==> src/hw/rtl/p2g_pkg.sv <==
// Shared types, constants and the palette quantizer of the palette to 2-bit gray packer.
// Used by palette_to_gray2_pixel_packer and by its port checker.
// Depends on nothing.
package p2g_pkg;

   // Palette geometry.
   localparam int PALETTE_ENTRIES = 256;
   localparam int PAL_AW          = (PALETTE_ENTRIES > 1) ? $clog2(PALETTE_ENTRIES) : 1;
   localparam int LEVEL_W         = 3;

   localparam logic [LEVEL_W-1:0] TRANSPARENT_CODE = 3'd4;

   // Key colour that is stored as transparent.
   localparam logic [7:0] KEY_BLUE  = 8'd64;
   localparam logic [7:0] KEY_GREEN = 8'd128;
   localparam logic [7:0] KEY_RED   = 8'd128;

   // Luma is (b + 6g + 3r) / 10. Comparing the undivided sum against
   // (threshold + 1) * 10 gives the same decision without a divider.
   localparam int LUMA_DIV  = 10;
   localparam int LUMA_SUMW = 12;
   localparam logic [LUMA_SUMW-1:0] LUMA_T0 = LUMA_SUMW'((8'h2a + 1) * LUMA_DIV);
   localparam logic [LUMA_SUMW-1:0] LUMA_T1 = LUMA_SUMW'((8'h80 + 1) * LUMA_DIV);
   localparam logic [LUMA_SUMW-1:0] LUMA_T2 = LUMA_SUMW'((8'hd4 + 1) * LUMA_DIV);

   // Result planes.
   localparam logic [1:0] PLANE_GRAY    = 2'd0;
   localparam logic [1:0] PLANE_MASK    = 2'd1;
   localparam logic [1:0] PLANE_ONE_BIT = 2'd2;

   // Configuration register indexes.
   localparam int CSR_AW = 4;
   localparam logic [1:0] REG_MODE   = 2'd0;
   localparam logic [1:0] REG_WIDTH  = 2'd1;
   localparam logic [1:0] REG_HEIGHT = 2'd2;

   // Result queue.
   localparam int OUTQ_DEPTH = 8;
   localparam int OUTQ_AW    = $clog2(OUTQ_DEPTH);

   typedef struct packed {
      logic [1:0]  plane;
      logic [15:0] row;
      logic [13:0] byte_index;
      logic [7:0]  value;
      logic        mask_used;
      logic        image_done;
      logic        last;
   } result_type;

   function automatic logic [LEVEL_W-1:0] quantize(input logic [7:0] b,
                                                   input logic [7:0] g,
                                                   input logic [7:0] r);
      logic [LUMA_SUMW-1:0] sum;
      logic [LEVEL_W-1:0]   lv;
      sum = LUMA_SUMW'(b) + (LUMA_SUMW'(g) << 2) + (LUMA_SUMW'(g) << 1)
          + (LUMA_SUMW'(r) << 1) + LUMA_SUMW'(r);
      if (b == KEY_BLUE && g == KEY_GREEN && r == KEY_RED) begin
         lv = TRANSPARENT_CODE;
      end else if (sum < LUMA_T0) begin
         lv = 3'd0;
      end else if (sum < LUMA_T1) begin
         lv = 3'd1;
      end else if (sum < LUMA_T2) begin
         lv = 3'd2;
      end else begin
         lv = 3'd3;
      end
      return lv;
   endfunction

endpackage

==> src/hw/rtl/palette_to_gray2_pixel_packer.sv <==
// Palette to 2-bit gray pixel packer: palette memory, packing stage and result queue.
// Depends on p2g_pkg.
//
// The block takes one item per cycle while req_stall is low. A palette write stores the
// quantized gray level of its colour in the palette memory at the edge it is accepted and
// gives no result. A pixel item reads the palette memory at its acceptance edge and is
// packed in the next cycle, so its results are written into the queue at the end of that
// cycle; rsp_valid comes from the registered queue count. An 8-bit pixel gives zero, one
// or two results (gray byte first, then mask byte); a 1-bit data byte gives one. Results
// leave through an eight-entry queue, one per cycle while rsp_stall is low; the input is
// stalled while the queue could not take two results from each item still in flight. With
// a result consumer that does not stall, the input runs at one item per cycle as long as
// items give no more than one result each on average; where every pixel gives two results,
// as in an image one pixel wide, the queue fills and the input is paced by the results.
// Configuration writes are taken on the CSR port at any time but are meant for idle periods.
module palette_to_gray2_pixel_packer (
   input  logic                   clock,
   input  logic                   reset,
   // Input items.
   input  logic                   req_valid,
   output logic                   req_stall,
   input  logic                   req_action,
   input  logic [7:0]             req_palette_index,
   input  logic [7:0]             req_blue,
   input  logic [7:0]             req_green,
   input  logic [7:0]             req_red,
   input  logic [7:0]             req_pixel_byte,
   // Result items.
   output logic                   rsp_valid,
   input  logic                   rsp_stall,
   output logic [1:0]             rsp_plane,
   output logic [15:0]            rsp_row,
   output logic [13:0]            rsp_byte_index,
   output logic [7:0]             rsp_value,
   output logic                   rsp_mask_used,
   output logic                   rsp_image_done,
   output logic                   rsp_last,
   // Configuration.
   input  logic                   csr_psel,
   input  logic                   csr_penable,
   input  logic                   csr_pwrite,
   input  logic [p2g_pkg::CSR_AW-1:0] csr_paddr,
   input  logic [31:0]            csr_pwdata,
   output logic [31:0]            csr_prdata,
   output logic                   csr_pready
);
   import p2g_pkg::*;

   localparam logic [8:0] PAL_LIMIT = 9'(PALETTE_ENTRIES);

   // Configuration registers.
   logic        mode_ff;
   logic [15:0] width_ff;
   logic [15:0] height_ff;
   logic        csr_wr;
   logic [1:0]  csr_idx;

   // Palette memory and its per-entry valid bits.
   logic [LEVEL_W-1:0]         pal_mem [PALETTE_ENTRIES];
   logic [PALETTE_ENTRIES-1:0] pal_vld_ff;
   logic [LEVEL_W-1:0]         pal_rd_ff;
   logic                       pal_rd_vld_ff;
   logic [LEVEL_W-1:0]         lvl0_ff;
   logic [LEVEL_W-1:0]         lvl1_ff;
   logic [LEVEL_W-1:0]         new_level;
   logic                       req_take;
   logic                       pal_wr;
   logic                       pix_take;

   // Packing stage.
   logic        b_vld_ff;
   logic [7:0]  b_pix_ff;
   logic        b_inrange_ff;
   logic [15:0] column_ff, column_in;
   logic [15:0] src_row_ff, src_row_in;
   logic [7:0]  gray_ff, gray_in;
   logic [7:0]  mask_ff, mask_in;
   logic        seen_ff, seen_in;

   logic [LEVEL_W-1:0] lv;
   logic        row_end;
   logic        img_end;
   logic [15:0] out_row;
   logic [16:0] col_next;
   logic        trans;
   logic        seen_now;
   logic [7:0]  gray_new;
   logic [7:0]  mask_new;
   logic        emit_gray;
   logic        emit_mask;
   result_type  res0;
   result_type  res1;
   result_type  gray_res;
   result_type  mask_res;
   logic [1:0]  npush;

   // Result queue.
   result_type          outq [OUTQ_DEPTH];
   logic [OUTQ_AW-1:0]  wr_ptr_ff;
   logic [OUTQ_AW-1:0]  rd_ptr_ff;
   logic [OUTQ_AW:0]    count_ff;
   logic                pop;
   logic [OUTQ_AW+1:0]  need;

   // ---------------------------------------------------------------- configuration
   assign csr_pready = 1'b1;
   assign csr_wr     = csr_psel & csr_penable & csr_pwrite;
   assign csr_idx    = csr_paddr[3:2];

   always_ff @(posedge clock) begin
      if (reset) begin
         mode_ff   <= 1'b0;
         width_ff  <= 16'd1;
         height_ff <= 16'd1;
      end else if (csr_wr) begin
         unique case (csr_idx)
            REG_MODE:   mode_ff   <= csr_pwdata[0];
            REG_WIDTH:  width_ff  <= csr_pwdata[15:0];
            REG_HEIGHT: height_ff <= csr_pwdata[15:0];
            default:    ;
         endcase
      end
   end

   always_comb begin
      unique case (csr_idx)
         REG_MODE:   csr_prdata = {31'd0, mode_ff};
         REG_WIDTH:  csr_prdata = {16'd0, width_ff};
         REG_HEIGHT: csr_prdata = {16'd0, height_ff};
         default:    csr_prdata = 32'd0;
      endcase
   end

   // ---------------------------------------------------------------- input and palette
   // Reserve room for two results from the item in the packing stage and two from the
   // item being accepted.
   assign need      = (OUTQ_AW+2)'(count_ff) + (b_vld_ff ? (OUTQ_AW+2)'(2) : '0)
                    + (OUTQ_AW+2)'(2);
   assign req_stall = need > (OUTQ_AW+2)'(OUTQ_DEPTH);
   assign req_take  = req_valid & ~req_stall;
   assign pal_wr    = req_take & ~req_action & ({1'b0, req_palette_index} < PAL_LIMIT);
   assign pix_take  = req_take & req_action;
   assign new_level = quantize(req_blue, req_green, req_red);

   // A palette write lands at its own acceptance edge, so a pixel accepted later always
   // reads the updated entry; no forwarding is needed.
   always_ff @(posedge clock) begin
      if (pal_wr) begin
         pal_mem[req_palette_index[PAL_AW-1:0]] <= new_level;
      end
      if (pix_take) begin
         pal_rd_ff <= pal_mem[req_pixel_byte[PAL_AW-1:0]];
      end
   end

   always_ff @(posedge clock) begin
      if (reset) begin
         pal_vld_ff    <= '0;
         pal_rd_vld_ff <= 1'b0;
         lvl0_ff       <= '0;
         lvl1_ff       <= '0;
      end else begin
         if (pal_wr) begin
            pal_vld_ff[req_palette_index[PAL_AW-1:0]] <= 1'b1;
            if (req_palette_index == 8'd0) begin
               lvl0_ff <= new_level;
            end
            if (req_palette_index == 8'd1) begin
               lvl1_ff <= new_level;
            end
         end
         if (pix_take) begin
            pal_rd_vld_ff <= pal_vld_ff[req_pixel_byte[PAL_AW-1:0]];
         end
      end
   end

   always_ff @(posedge clock) begin
      if (reset) begin
         b_vld_ff <= 1'b0;
      end else begin
         b_vld_ff <= pix_take;
      end
   end

   always_ff @(posedge clock) begin
      if (pix_take) begin
         b_pix_ff     <= req_pixel_byte;
         b_inrange_ff <= {1'b0, req_pixel_byte} < PAL_LIMIT;
      end
   end

   // ---------------------------------------------------------------- packing stage
   always_comb begin
      lv       = (b_inrange_ff & pal_rd_vld_ff) ? pal_rd_ff : '0;
      col_next = {1'b0, column_ff} + (mode_ff ? 17'd8 : 17'd1);
      row_end  = col_next >= {1'b0, width_ff};
      img_end  = row_end & (({1'b0, src_row_ff} + 17'd1) >= {1'b0, height_ff});
      out_row  = height_ff - 16'd1 - src_row_ff;

      trans    = ~mode_ff & (lv == TRANSPARENT_CODE);
      seen_now = seen_ff | trans;
      gray_new = trans ? gray_ff
                       : gray_ff | ({6'd0, lv[1:0]} << {~column_ff[1:0], 1'b0});
      mask_new = trans ? mask_ff & ~(8'h80 >> column_ff[2:0]) : mask_ff;

      emit_gray = ~mode_ff & ((column_ff[1:0] == 2'd3) | row_end);
      emit_mask = ~mode_ff & ((column_ff[2:0] == 3'd7) | row_end);

      gray_res.plane      = PLANE_GRAY;
      gray_res.row        = out_row;
      gray_res.byte_index = column_ff[15:2];
      gray_res.value      = gray_new;
      gray_res.mask_used  = seen_now;
      gray_res.image_done = img_end;
      gray_res.last       = ~emit_mask;

      mask_res.plane      = PLANE_MASK;
      mask_res.row        = out_row;
      mask_res.byte_index = {1'b0, column_ff[15:3]};
      mask_res.value      = mask_new;
      mask_res.mask_used  = seen_now;
      mask_res.image_done = img_end;
      mask_res.last       = 1'b1;

      if (mode_ff) begin
         // One-bit data is inverted when entry 0 is darker than entry 1.
         res0.plane      = PLANE_ONE_BIT;
         res0.row        = out_row;
         res0.byte_index = {1'b0, column_ff[15:3]};
         res0.value      = (lvl0_ff < lvl1_ff) ? ~b_pix_ff : b_pix_ff;
         res0.mask_used  = seen_ff;
         res0.image_done = img_end;
         res0.last       = 1'b1;
         npush           = b_vld_ff ? 2'd1 : 2'd0;
      end else begin
         res0  = emit_gray ? gray_res : mask_res;
         npush = b_vld_ff ? (2'(emit_gray) + 2'(emit_mask)) : 2'd0;
      end
      res1 = mask_res;

      column_in  = column_ff;
      src_row_in = src_row_ff;
      gray_in    = gray_ff;
      mask_in    = mask_ff;
      seen_in    = seen_ff;
      if (b_vld_ff) begin
         if (!mode_ff) begin
            gray_in = emit_gray ? 8'h00 : gray_new;
            mask_in = emit_mask ? 8'hff : mask_new;
            seen_in = seen_now;
         end
         if (row_end) begin
            column_in = 16'd0;
            if (img_end) begin
               src_row_in = 16'd0;
               seen_in    = 1'b0;
            end else begin
               src_row_in = src_row_ff + 16'd1;
            end
         end else begin
            column_in = col_next[15:0];
         end
      end
   end

   always_ff @(posedge clock) begin
      if (reset) begin
         column_ff  <= 16'd0;
         src_row_ff <= 16'd0;
         gray_ff    <= 8'h00;
         mask_ff    <= 8'hff;
         seen_ff    <= 1'b0;
      end else begin
         column_ff  <= column_in;
         src_row_ff <= src_row_in;
         gray_ff    <= gray_in;
         mask_ff    <= mask_in;
         seen_ff    <= seen_in;
      end
   end

   // ---------------------------------------------------------------- result queue
   assign rsp_valid      = count_ff != '0;
   assign pop            = rsp_valid & ~rsp_stall;
   assign rsp_plane      = outq[rd_ptr_ff].plane;
   assign rsp_row        = outq[rd_ptr_ff].row;
   assign rsp_byte_index = outq[rd_ptr_ff].byte_index;
   assign rsp_value      = outq[rd_ptr_ff].value;
   assign rsp_mask_used  = outq[rd_ptr_ff].mask_used;
   assign rsp_image_done = outq[rd_ptr_ff].image_done;
   assign rsp_last       = outq[rd_ptr_ff].last;

   always_ff @(posedge clock) begin
      if (npush != 2'd0) begin
         outq[wr_ptr_ff] <= res0;
      end
      if (npush == 2'd2) begin
         outq[wr_ptr_ff + OUTQ_AW'(1)] <= res1;
      end
   end

   always_ff @(posedge clock) begin
      if (reset) begin
         wr_ptr_ff <= '0;
         rd_ptr_ff <= '0;
         count_ff  <= '0;
      end else begin
         wr_ptr_ff <= wr_ptr_ff + OUTQ_AW'(npush);
         rd_ptr_ff <= rd_ptr_ff + OUTQ_AW'(pop);
         count_ff  <= count_ff + (OUTQ_AW+1)'(npush) - (OUTQ_AW+1)'(pop);
      end
   end

endmodule

==> config.mk <==
export PLATFORM = sky130hd
export DESIGN_NAME = palette_to_gray2_pixel_packer
export DESIGN_NICKNAME = d
export VERILOG_FILES = /design/src/hw/rtl/p2g_pkg.sv /design/src/hw/rtl/palette_to_gray2_pixel_packer.sv
export SDC_FILE = /design/constraint.sdc
export NUM_CORES = 2
export LEC_CHECK = 0
export BUFFER_PORTS_ARGS = -buffer_cell sky130_fd_sc_hd__buf_2
export CELL_PAD_IN_SITES_DETAIL_PLACEMENT = 0
export CELL_PAD_IN_SITES_GLOBAL_PLACEMENT = 2
export CORE_UTILIZATION = 42
export DETAILED_ROUTE_END_ITERATION = 16
export GPL_TIMING_DRIVEN = 0
export PLACE_DENSITY = 0.85
export SLEW_MARGIN = 10
export SYNTH_ARGS = -nofsm -noshare
export SYNTH_HDL_FRONTEND = slang
export SYNTH_SLANG_ARGS = --single-unit
==> constraint.sdc <==
create_clock -name clock -period 17.3 [get_ports clock]
set_input_delay 3.46 -clock clock [delete_from_list [all_inputs] [get_ports clock]]
set_output_delay 3.46 -clock clock [all_outputs]
set_load 0.01 [all_outputs]
==> impl_results.rst <==
.. list-table::
   :header-rows: 1

   * - Metric
     - Value
   * - Gate count of the mapped netlist
     - 4403
   * - Clk slew on worst S/H paths
     - 0.07 ns
   * - Part of the total power dissipated in sequential elements
     - 0.464
   * - Netlist area before placement
     - 64510 sq um
   * - Crit end category
     - flop
   * - Violation count after the first detailed-route iteration
     - 4540
   * - Worst clock skew
     - 0.05705 ns
   * - Overall power
     - 9.394 mW
   * - Kind of path behind the tightest hold check
     - reg2reg
   * - Endpoints failing hold
     - 0
   * - Fill cells
     - 12.99k
   * - Power density relative to cell area
     - 127.7 nW/um^2
   * - Post-layout net count
     - 4926
   * - First-pass GRT wire length
     - 280.9 mm
   * - Width of the die
     - 393.9 microns
   * - Comb power frac
     - 0.173
   * - GR Overflow Total
     - 0
   * - DR WL/cell
     - 28.33 microns
   * - R2R depth
     - 26
   * - Clock sinks
     - 1479
   * - Pins over their slew limit
     - 0
   * - Worst-margin pin slew
     - 1.403 ns
   * - Critical path fanouts, max
     - 44
   * - Final core area utilization
     - 0.4830
   * - Synth area leader
     - sky130_fd_sc_hd__edfxtp_1
   * - Number of levels the H-tree was split into
     - 4
   * - Quantity of I/O buffers inserted on ports
     - 123
   * - Top post-synthesis cells by area
     - sky130_fd_sc_hd__edfxtp_1, sky130_fd_sc_hd__mux4_2, sky130_fd_sc_hd__dfxtp_1, sky130_fd_sc_hd__nor2_1, sky130_fd_sc_hd__o21a_1
   * - Setup-failing EPs final
     - 0
   * - Global placement routability congestion
     - 0.9022
   * - Share of final-layout standard cells stronger than drive strength 1
     - 0.2046
   * - Data arrival, critical path
     - 9.88 ns
   * - Number of setup buffers added after CTS
     - 0
   * - Root Driver
     - sky130_fd_sc_hd__clkbuf_16
   * - Unrepaired setup endpoints after global routing
     - no
   * - Number of violations of the max-capacitance limit
     - 0
   * - Number of flops mapped to enable cells by yosys
     - 1091
   * - Power spent charging and discharging nets
     - 2.560 mW
   * - Clock group share of total power
     - 0.362
   * - Worst Hold Depth
     - 2
   * - Area delta synth->final
     - 14.00%
   * - Clock latency on the worst-skew pair
     - 0.81 ns
   * - Core ar.
     - 152300 sq um
   * - Final wirelength
     - 195.3 mm
   * - Vias
     - 40.99k
   * - Avg Synthesized Cell Area
     - 14.65 sq um
   * - Sequential share of the synthesized area
     - 0.6283
   * - Full die area
     - 155200 sq um
   * - Run status
     - complete, no violations
   * - Cell variety after synth
     - 86
   * - Detailed Routing Iterations Pass 1
     - 6
   * - Maximum number of pins on one net before global-route repair
     - 148
   * - Final Cycle Share
     - 0.5328
   * - Cell leakage power
     - 24.99 nW
   * - Clock tree from TritonCTS
     - yes
   * - Fraction of synthesized cell area taken by the top area cell type
     - 0.5079
   * - Die Span Y
     - 393.9 microns
   * - Number of placed I/O pins
     - 162
   * - WHS
     - 0.4388 ns
   * - Post-cts repair resize count
     - 0
   * - Row Count
     - 143
   * - CTS Buffer Depth
     - 3
   * - Initial Util
     - 0.4237
   * - Type of the setup path with the least slack
     - reg2reg
   * - Cell internal power dissipation
     - 6.834 mW
   * - Flops & latches, synth
     - 1479
   * - Worst slew margin
     - 0.06485
   * - Maximum clock frequency
     - 108.5 MHz
   * - Commonest register cell after synthesis
     - sky130_fd_sc_hd__edfxtp_1
   * - Total half-perimeter wirelength after legalization and detailed placement
     - 137.2 mm
   * - Switching power as a share of total power
     - 0.2725
   * - Post-synth ARST share
     - 0
   * - Post-CTS Hold Buffers
     - 0
   * - Count of warnings emitted by yosys
     - 0
   * - Vias per std cell
     - 5.945
   * - Number of antenna violations at the first check in global routing
     - 10
   * - Total CTS buffers
     - 156
   * - Sum of negative setup slack
     - 0 ns
   * - Clock period minus worst slack
     - 9.218 ns
   * - Number of nets with antenna violations after routing
     - 0
   * - Overall track demand over capacity in global routing
     - 0.2492
   * - Max IR drop VDD
     - 0.2273 mV
   * - Required time at the worst-slack endpoint
     - 17.96 ns
   * - Worst Setup Start Kind
     - flop
   * - Via count of the first global-routing pass
     - 40.27k
   * - Post-route DRC
     - 0
[worst paths after layout]
path	start	end	slack (ns)
hold / removal	gray_ff[1]	gray_ff[1]	0.44
setup / recovery	mode_ff	outq[0][20]	8.08
hold reg to reg	gray_ff[1]	gray_ff[1]	0.44
setup reg to reg	mode_ff	outq[0][20]	8.08
[final cells by class]
cell class	count	area [sq um]	share of cell area
antenna	1	2.502	0.00003403
buffer	319	1461	0.01987
clock buffer	220	4409	0.05996
clock inverter	67	812.0	0.01104
inverter	142	540.5	0.007350
multi-input combinational	2478	22110	0.3007
sequential	1479	40530	0.5511
tap	2030	2540	0.03454
timing repair buffer	159	1129	0.01535
[sequential cells by signal (all words and copies together), names as in the netlist, 8 cells and up]
| signal | cells |
|---|---|
| b_pix_ff | 8 |
| gray_ff | 8 |
| src_row_ff | 16 |
| height_ff | 16 |
| column_ff | 16 |
| outq | 344 |
| mask_ff | 8 |
| pal_vld_ff | 256 |
| pal_mem | 768 |
| width_ff | 16 |
[cell families after synthesis]
group	Yosys count	synth area share
AOI/OAI and AO/OA	780	0.08899
other	2	0.0001164
adders and majority gates	107	0.02378
muxes	456	0.1478
DFF	1479	0.6283
buffers and inverters	461	0.03061
and+or+nand+nor	1059	0.07239
xor gates and xnor gates	59	0.008010
[cells in the mapped netlist (28+ instances only)]
master and number:
sky130_fd_sc_hd__o21a_1 203, sky130_fd_sc_hd__a22o_1 137, sky130_fd_sc_hd__dfxtp_1 388, sky130_fd_sc_hd__nand2_1 247, sky130_fd_sc_hd__buf_4 30, sky130_fd_sc_hd__clkbuf_1 185, sky130_fd_sc_hd__xnor2_1 42, sky130_fd_sc_hd__mux2_2 46
sky130_fd_sc_hd__nor2_1 548, sky130_fd_sc_hd__ha_1 81, sky130_fd_sc_hd__nor3_1 35, sky130_fd_sc_hd__a22oi_1 28, sky130_fd_sc_hd__buf_1 31, sky130_fd_sc_hd__nor2b_1 31, sky130_fd_sc_hd__inv_1 138, sky130_fd_sc_hd__o21ai_0 34
sky130_fd_sc_hd__a21oi_1 157, sky130_fd_sc_hd__mux4_2 386, sky130_fd_sc_hd__nand3_1 69, sky130_fd_sc_hd__edfxtp_1 1091, sky130_fd_sc_hd__buf_2 67, sky130_fd_sc_hd__o221ai_1 64
[routing by layer]
metal | part of all wire | vias to the layer above | wire length, microns | GRT usage
met5 | 0.00015 | - | 30 | 0
met4 | 0.042 | 4 | 8203 | 0.09846
met3 | 0.082 | 354 | 16020 | 0.04481
met2 | 0.48 | 1992 | 93200 | 0.4023
met1 | 0.40 | 21033 | 77860 | 0.3346
li1 | - | 17610 | - | -
[power by group through the flow]
stage          Clock [mW]  Sequential [mW]  Combinational (mW)
2_1_floorplan           0             4.58               0.882
3_3_place_gp            0             4.50                1.29
3_5_place_dp            0             4.43                1.62
4_1_cts              3.43             4.36                1.63
5_1_grt              3.57             4.36                1.74
6_report             3.40             4.36                1.63
[stage by stage]
stage	setup slack [ns]	std cells	area, sq um
detailed placement	8.148	6607	68310
finish	8.082	6895	73540
CTS	8.103	6894	73530
global route	7.707	6894	73530
floorplan	0.3892	4418	64560
global placement	-11.79	6571	67720
[placed cells by master, fill, tap and decap left out, types with 131 or more instances in the layout]
cell type / n
sky130_fd_sc_hd__a21oi_1: 157
sky130_fd_sc_hd__a22o_1: 137
sky130_fd_sc_hd__buf_2: 190
sky130_fd_sc_hd__clkbuf_1: 212
sky130_fd_sc_hd__clkbuf_16: 162
sky130_fd_sc_hd__dfxtp_1: 388
sky130_fd_sc_hd__edfxtp_1: 1091
sky130_fd_sc_hd__inv_1: 131
sky130_fd_sc_hd__mux4_2: 386
sky130_fd_sc_hd__nand2_1: 247
sky130_fd_sc_hd__nor2_1: 547
sky130_fd_sc_hd__o21a_1: 203
[worst max-delay path, cell delays in order (launching register included)]
cell and delay [ns]:
sky130_fd_sc_hd__dfxtp_1 0.41, sky130_fd_sc_hd__inv_1 0.18, sky130_fd_sc_hd__clkbuf_1 0.47, sky130_fd_sc_hd__ha_1 0.31, sky130_fd_sc_hd__ha_1 0.29, sky130_fd_sc_hd__a31oi_4 0.14
sky130_fd_sc_hd__or3_1 0.33, sky130_fd_sc_hd__buf_6 0.15, sky130_fd_sc_hd__nor2_1 0.12, sky130_fd_sc_hd__xor2_1 0.32, sky130_fd_sc_hd__ha_1 0.31, sky130_fd_sc_hd__a21o_1 0.18
sky130_fd_sc_hd__a21o_1 0.18, sky130_fd_sc_hd__a21o_1 0.17, sky130_fd_sc_hd__o21ai_0 0.61, sky130_fd_sc_hd__o21a_1 0.18, sky130_fd_sc_hd__buf_2 0.21, sky130_fd_sc_hd__clkbuf_1 0.49
sky130_fd_sc_hd__a21oi_1 0.17, sky130_fd_sc_hd__ha_1 0.40, sky130_fd_sc_hd__or3b_2 0.56, sky130_fd_sc_hd__nor3_2 0.83, sky130_fd_sc_hd__nor2_1 0.24, sky130_fd_sc_hd__inv_2 0.94
sky130_fd_sc_hd__o31a_1 0.37, sky130_fd_sc_hd__buf_2 0.31, sky130_fd_sc_hd__a22o_1 0.19
No activity file was read; power rests on OpenSTA's default activity.
